**src/design/knn_three_class_classifier_macros.svh**
```systemverilog
// assertion helpers shared by the classifier modules
`ifndef KNN_THREE_CLASS_CLASSIFIER_MACROS_SVH
`define KNN_THREE_CLASS_CLASSIFIER_MACROS_SVH

// same-cycle implication, checked out of reset
`define KNN3C_ASSERT_IMP(name, ante, cons) \
    name: assert property (@(posedge aclk) disable iff (!aresetn) (ante) |-> (cons)) \
        else $error("knn3c assertion failed");

// next-cycle implication, checked out of reset
`define KNN3C_ASSERT_NEXT(name, ante, cons) \
    name: assert property (@(posedge aclk) disable iff (!aresetn) (ante) |=> (cons)) \
        else $error("knn3c assertion failed");

`endif

```
**src/design/knn3c_pkg.sv**
```systemverilog
package knn3c_pkg;

    // default table depth
    localparam int NUM_REFS_DEF = 40;

    // field widths
    localparam int AMP_W       = 16;
    localparam int PER_W       = 16;
    localparam int CLS_W       = 2;
    localparam int IDX_PORT_W  = 6;
    localparam int K_W         = 6;
    localparam int LABEL_W     = 2;
    localparam int SCORE_OUT_W = 15;
    localparam int DIST_W      = 2 * AMP_W + 1;
    localparam int ENTRY_W     = AMP_W + PER_W + CLS_W;

    localparam int SCORE_OUT_MAX = 32767;

    localparam logic [K_W-1:0] K_RESET = 6'd7;

    // command codes
    localparam logic CMD_LOAD     = 1'b0;
    localparam logic CMD_CLASSIFY = 1'b1;

    // class codes of a reference point
    localparam logic [CLS_W-1:0] CLASS_NORMAL      = 2'd0;
    localparam logic [CLS_W-1:0] CLASS_ATRIAL      = 2'd1;
    localparam logic [CLS_W-1:0] CLASS_VENTRICULAR = 2'd2;

    // result labels
    localparam logic [LABEL_W-1:0] LABEL_UNKNOWN     = 2'd0;
    localparam logic [LABEL_W-1:0] LABEL_NORMAL      = 2'd1;
    localparam logic [LABEL_W-1:0] LABEL_ATRIAL      = 2'd2;
    localparam logic [LABEL_W-1:0] LABEL_VENTRICULAR = 2'd3;

    // controller to datapath
    typedef struct packed {
        logic           ram_we;
        logic           capture;
        logic           rd_en;
        logic           vote_en;
        logic           finish;
        logic [K_W-1:0] rank;
    } knn3c_cmd_t;

    // datapath to controller
    typedef struct packed {
        logic pipe_idle;
        logic out_free;
    } knn3c_stat_t;

endpackage

```
**src/design/knn3c_ctrl.sv**
```systemverilog
`include "knn_three_class_classifier_macros.svh"

module knn3c_ctrl
    import knn3c_pkg::*;
#(
    parameter int NUM_REFS = NUM_REFS_DEF
) (
    input  logic                        aclk,
    input  logic                        aresetn,
    input  logic                        s_valid,
    output logic                        s_ready,
    input  logic                        s_command,
    input  logic [IDX_PORT_W-1:0]       s_entry_index,
    input  logic                        cfg_valid,
    output logic                        cfg_ready,
    input  logic [K_W-1:0]              cfg_data,
    output knn3c_cmd_t                  cmd_o,
    output logic [$clog2(NUM_REFS)-1:0] rd_addr_o,
    input  knn3c_stat_t                 stat_i
);

    localparam int IDX_W = $clog2(NUM_REFS);
    localparam int K_CAP = (NUM_REFS - 1 < 2**K_W - 1) ? NUM_REFS - 1 : 2**K_W - 1;
    localparam logic [IDX_W-1:0] LAST_ADDR = IDX_W'(NUM_REFS - 1);

    typedef enum logic [4:0] {
        ST_IDLE  = 5'b00001,
        ST_SCAN  = 5'b00010,
        ST_DRAIN = 5'b00100,
        ST_VOTE  = 5'b01000,
        ST_DONE  = 5'b10000
    } state_t;

    state_t           state_reg, state_next;
    logic [IDX_W-1:0] addr_reg, addr_next;
    logic [K_W-1:0]   rank_reg, rank_next;
    logic [K_W-1:0]   k_reg;
    logic [K_W-1:0]   k_eff;
    logic             accept;
    logic             in_range;

    assign s_ready   = (state_reg == ST_IDLE);
    assign cfg_ready = 1'b1;
    assign accept    = s_valid && s_ready;
    assign in_range  = int'(s_entry_index) < NUM_REFS;
    assign k_eff     = (int'(k_reg) > K_CAP) ? K_W'(K_CAP) : k_reg;
    assign rd_addr_o = addr_reg;

    always_ff @(posedge aclk) begin
        if (!aresetn) begin
            k_reg <= K_RESET;
        end else if (cfg_valid && cfg_ready) begin
            k_reg <= cfg_data;
        end
    end

    always_comb begin
        state_next    = state_reg;
        addr_next     = addr_reg;
        rank_next     = rank_reg;
        cmd_o         = '0;
        cmd_o.rank    = rank_reg;
        case (state_reg)
            ST_IDLE: begin
                if (accept && s_command == CMD_LOAD) begin
                    cmd_o.ram_we = in_range;
                end else if (accept) begin
                    cmd_o.capture = 1'b1;
                    addr_next     = '0;
                    state_next    = ST_SCAN;
                end
            end
            ST_SCAN: begin
                cmd_o.rd_en = 1'b1;
                addr_next   = addr_reg + 1'b1;
                if (addr_reg == LAST_ADDR) begin
                    state_next = ST_DRAIN;
                end
            end
            ST_DRAIN: begin
                if (stat_i.pipe_idle) begin
                    rank_next  = '0;
                    state_next = ST_VOTE;
                end
            end
            ST_VOTE: begin
                cmd_o.vote_en = 1'b1;
                rank_next     = rank_reg + 1'b1;
                if (rank_reg == k_eff) begin
                    state_next = ST_DONE;
                end
            end
            ST_DONE: begin
                cmd_o.finish = stat_i.out_free;
                if (stat_i.out_free) begin
                    state_next = ST_IDLE;
                end
            end
            default: begin
                state_next = ST_IDLE;
            end
        endcase
    end

    always_ff @(posedge aclk) begin
        if (!aresetn) begin
            state_reg <= ST_IDLE;
            addr_reg  <= '0;
            rank_reg  <= '0;
        end else begin
            state_reg <= state_next;
            addr_reg  <= addr_next;
            rank_reg  <= rank_next;
        end
    end

    `KNN3C_ASSERT_NEXT(a_scan_to_drain, state_reg == ST_SCAN && addr_reg == LAST_ADDR,
        state_reg == ST_DRAIN)
    `KNN3C_ASSERT_IMP(a_vote_pipe_empty, state_reg == ST_VOTE, stat_i.pipe_idle)

endmodule

```
**config.mk**
```make
export PLATFORM = sky130hd
export DESIGN_NAME = knn3c_ctrl
export DESIGN_NICKNAME = d
export VERILOG_FILES = /design/src/design/knn3c_pkg.sv /design/src/design/knn3c_ctrl.sv
export VERILOG_INCLUDE_DIRS = /design/src /design/src/design
export SDC_FILE = /design/constraint.sdc
export NUM_CORES = 1
export LEC_CHECK = 0
export ABC_AREA = 1
export BUFFER_PORTS_ARGS = -buffer_cell sky130_fd_sc_hd__clkbuf_2
export CORE_ASPECT_RATIO = 1.1
export CORE_MARGIN = 2
export CORE_UTILIZATION = 35
export DETAILED_ROUTE_END_ITERATION = 10
export GPL_TIMING_DRIVEN = 0
export SYNTH_ARGS = -nofsm -noshare
export SYNTH_HDL_FRONTEND = slang
export SYNTH_SLANG_ARGS = --single-unit
```
**constraint.sdc**
```tcl
create_clock -name aclk -period 3.4 [get_ports aclk]
set_input_delay 0 -clock aclk [delete_from_list [all_inputs] [get_ports aclk]]
set_output_delay 0 -clock aclk [all_outputs]
set_load 0.02 [all_outputs]
```
==> flow_metrics.py <==
metrics = {
    "run_status": {
        "outcome": "finished, final reports clean",
    },
    "place": {
        "dpl_cell_area_mm2": 0.00154,
        "port_buffers": 31,
        "dp.cells": 272,
        "place_ws_ns": 1.90,
        "gp_congestion": 0.765,
        "dp_hpwl_mm": 2.20,
    },
    "clock_tree": {
        "post_cts_buffers": 0,
        "cts-root-buf": "clkbuf_8",
        "cts_buffers": 3,
        "postCtsHoldBufs": 7,
        "path_clk_slew_ns": 0.09,
        "htree_levels": 1,
        "clk_latency_ns": 0.27,
        "cts.sinks": 23,
        "cts_buffer_depth": 2,
        "cts_resized": 0,
        "cts_tree": "yes",
    },
    "layout": {
        "fin_area_mm2": 0.00166,
        "utilization_pct": 45.7,
        "drive_gt1_share_pct": 25.3,
        "finalNonFillerCells": 283,
        "antenna-diode-count": 0,
        "nets": 255,
        "area_growth_pct": 25.2,
        "seq_area_um2": 460,
        "fillers": 420,
        "multiInputGateArea_um2": 736,
    },
    "global_routing": {
        "grt_pass1_vias": 1142,
        "grt_max_degree": 14,
        "grt.overflow.total": 0,
        "grt_usage_pct": 14.6,
        "grt_pass1_wl_mm": 5.06,
        "antenna_found_initial": 0,
    },
    "synth": {
        "synthesis.area_mm2": 0.00132,
        "netlist_instances": 191,
        "ys_seq_area_share_pct": 34.8,
        "synthXorXnorAreaFrac_pct": 1.32,
        "synth_top_family_by_area": "simple AND/OR/NAND/NOR gates",
        "synth_fa_ha_area_share_pct": 1.89,
        "yosysWarnings": 0,
        "synth_area_per_cell_um2": 6.93,
        "synth_seq_cells": 23,
        "synthSimpleGateAreaFrac_pct": 37.1,
        "synth_fp_nets": 212,
        "synthDistinctLibCells": 30,
        "synth-compound-area-share_pct": 15.0,
        "muxShareOfSynthArea_pct": 0,
    },
    "detailed_routing": {
        "wl_per_cell_um": 10.3,
        "viasPerCell": 4.51,
        "drt_iter0_markers": 21,
        "route.detailed.drc": 0,
        "drtPass1Iterations": 4,
        "finalWirelength_mm": 2.93,
        "num_vias": 1277,
        "drtAntennaViolNets": 0,
    },
    "timing": {
        "slew_headroom_pct": 65.1,
        "setup_slack_ns": 1.89,
        "finalCriticalPeriod_ns": 1.51,
        "worstMarginPinSlew_ns": 0.524,
        "finalSetupViolations": 0,
        "holdWs_ns": 0.0338,
        "fmax_mhz": 660,
        "clock_skew_ns": 0.00341,
        "finalSetupTns_ns": 0,
        "final-max-slew-violation-count": 0,
        "final.period_utilization_pct": 44.5,
        "hold_viol": 0,
        "rsz0062_at_grt": "false",
    },
    "critical_path": {
        "slowest_stage": "dfxtp_1",
        "endpoint_kind": "register",
        "crit_buf_inv": 1,
        "path_cells": "ha_1 -> inv_1 -> nor3_1 -> nand3_1 -> nand2_1 -> nand2_2 -> nor2_4 -> nand3_1 -> nand2_1 -> nor2_1",
        "cp.arrival_ns": 1.68,
        "critPathLaunchType": "register",
        "critical_path.max_fanout": 6,
        "worstSetupPathType": "register to register",
        "slowest_delay_ns": 0.44,
        "worstPathRequired_ns": 3.57,
        "crit_family": "simple AND/OR/NAND/NOR gates",
    },
    "floorplanning": {
        "die_x_um": 62.6,
        "ioPinCount": 38,
        "die_area_mm2": 0.00429,
        "die_y_um": 68.5,
        "row_count": 23,
        "initial_utilization_pct": 36.5,
        "coreArea_mm2": 0.00363,
    },
    "power": {
        "total_power_mw": 0.845,
        "power.density_mw_per_mm2": 510,
        "p_leak_nw": 0.767,
        "ir_drop_mv": 0.181,
    },
    "run": {
        "maxCapViolCount": 0,
    },
    "min_path": {
        "min_path_type": "input pin to register",
    },
}
[placed cells by master, fill, tap and decap left out, types with 2 or more instances in the layout]
master          n
dlygate4sd3_1   7
clkbuf_1        2
ha_1            2
a21oi_2         2
nand4_1         4
nor2_4          2
clkbuf_8        3
buf_4           3
nand2_1        47
nor3_1          6
o21ai_1         2
o21ai_0        10
inv_1          20
nor3b_1         2
nor2_1         13
nand2_4         2
or2_2           2
dfxtp_1        23
a21oi_1        17
nand2_2         2
clkbuf_2       31
inv_2           6
nand3_1        14
[area by class of cell]
| class | count | share of cell area, % |
|---|---|---|
| timing repair buffer | 38 | 13.6 |
| tap | 50 | 3.77 |
| clock buffer | 3 | 2.49 |
| sequential | 23 | 27.8 |
| buffer | 5 | 1.81 |
| multi-input combinational | 137 | 44.4 |
| inverter | 26 | 5.89 |
| clock inverter | 1 | 0.302 |
[where the power goes]
part	switching (mW)	internal [mW]
clock	0.0927	0.0819
sequential	0.0271	0.294
combinational	0.228	0.121
[worst paths after layout]
path | startpoint | end | slack [ns] | cells past startpoint
setup / recovery | rd_addr_o[0]$_SDFFE_PN0P_ | state_reg[2]$_SDFFE_PN0P_ | 1.89 | 10
hold / removal | cfg_data[4] | k_reg[4]$_SDFFE_PN0P_ | 0.03 | 3
setup reg to reg | rd_addr_o[0]$_SDFFE_PN0P_ | state_reg[2]$_SDFFE_PN0P_ | 1.89 | 10
hold reg to reg | k_reg[0]$_SDFFE_PN1P_ | k_reg[0]$_SDFFE_PN1P_ | 0.50 | 2
[cells in the mapped netlist, drive strengths merged]
library cell | number | area [µm²]
nand4 | 6 | 58.8
dfxtp | 23 | 460
or2 | 2 | 12.5
o21ai | 13 | 68.8
ha | 2 | 25.0
clkbuf | 2 | 7.51
o21a | 1 | 7.51
nor3b | 2 | 15.0
xor2 | 1 | 8.76
nor2 | 15 | 71.3
nor3 | 6 | 30.0
nor4 | 1 | 21.3
buf | 3 | 22.5
conb | 1 | 3.75
a211oi | 2 | 20.0
nand2 | 51 | 211
xnor2 | 1 | 8.76
inv | 26 | 97.6
nand3 | 14 | 70.1
a21oi | 19 | 103
[layer usage]
layer	vias to the layer above	track usage, %	part of all wire [%]
li1	705	-	-
met1	551	19.7	52
met2	16	24.1	45
met3	5	1.46	1.5
met4	0	6.67	1.6
met5	-	0	0
[kinds of logic (layout without fill, tap and decap cells)]
logic type,Yosys count,after routing
other,1,1
AO/OA/AOI/OAI,35,35
AND/OR/NAND/NOR,97,97
buffers and inverters,31,73
flip-flops,23,23
adder cells (fa/ha/maj),2,2
XOR/XNOR,2,2
[worst register-to-register path: cells and delay by family, from the launching register on]
family                     cells  cell delay [ns]
buffers and inverters          1             0.07
DFF                            1             0.44
and+or+nand+nor                8             0.73
adders and majority gates      1             0.19
(Power assumes the default switching activity.)
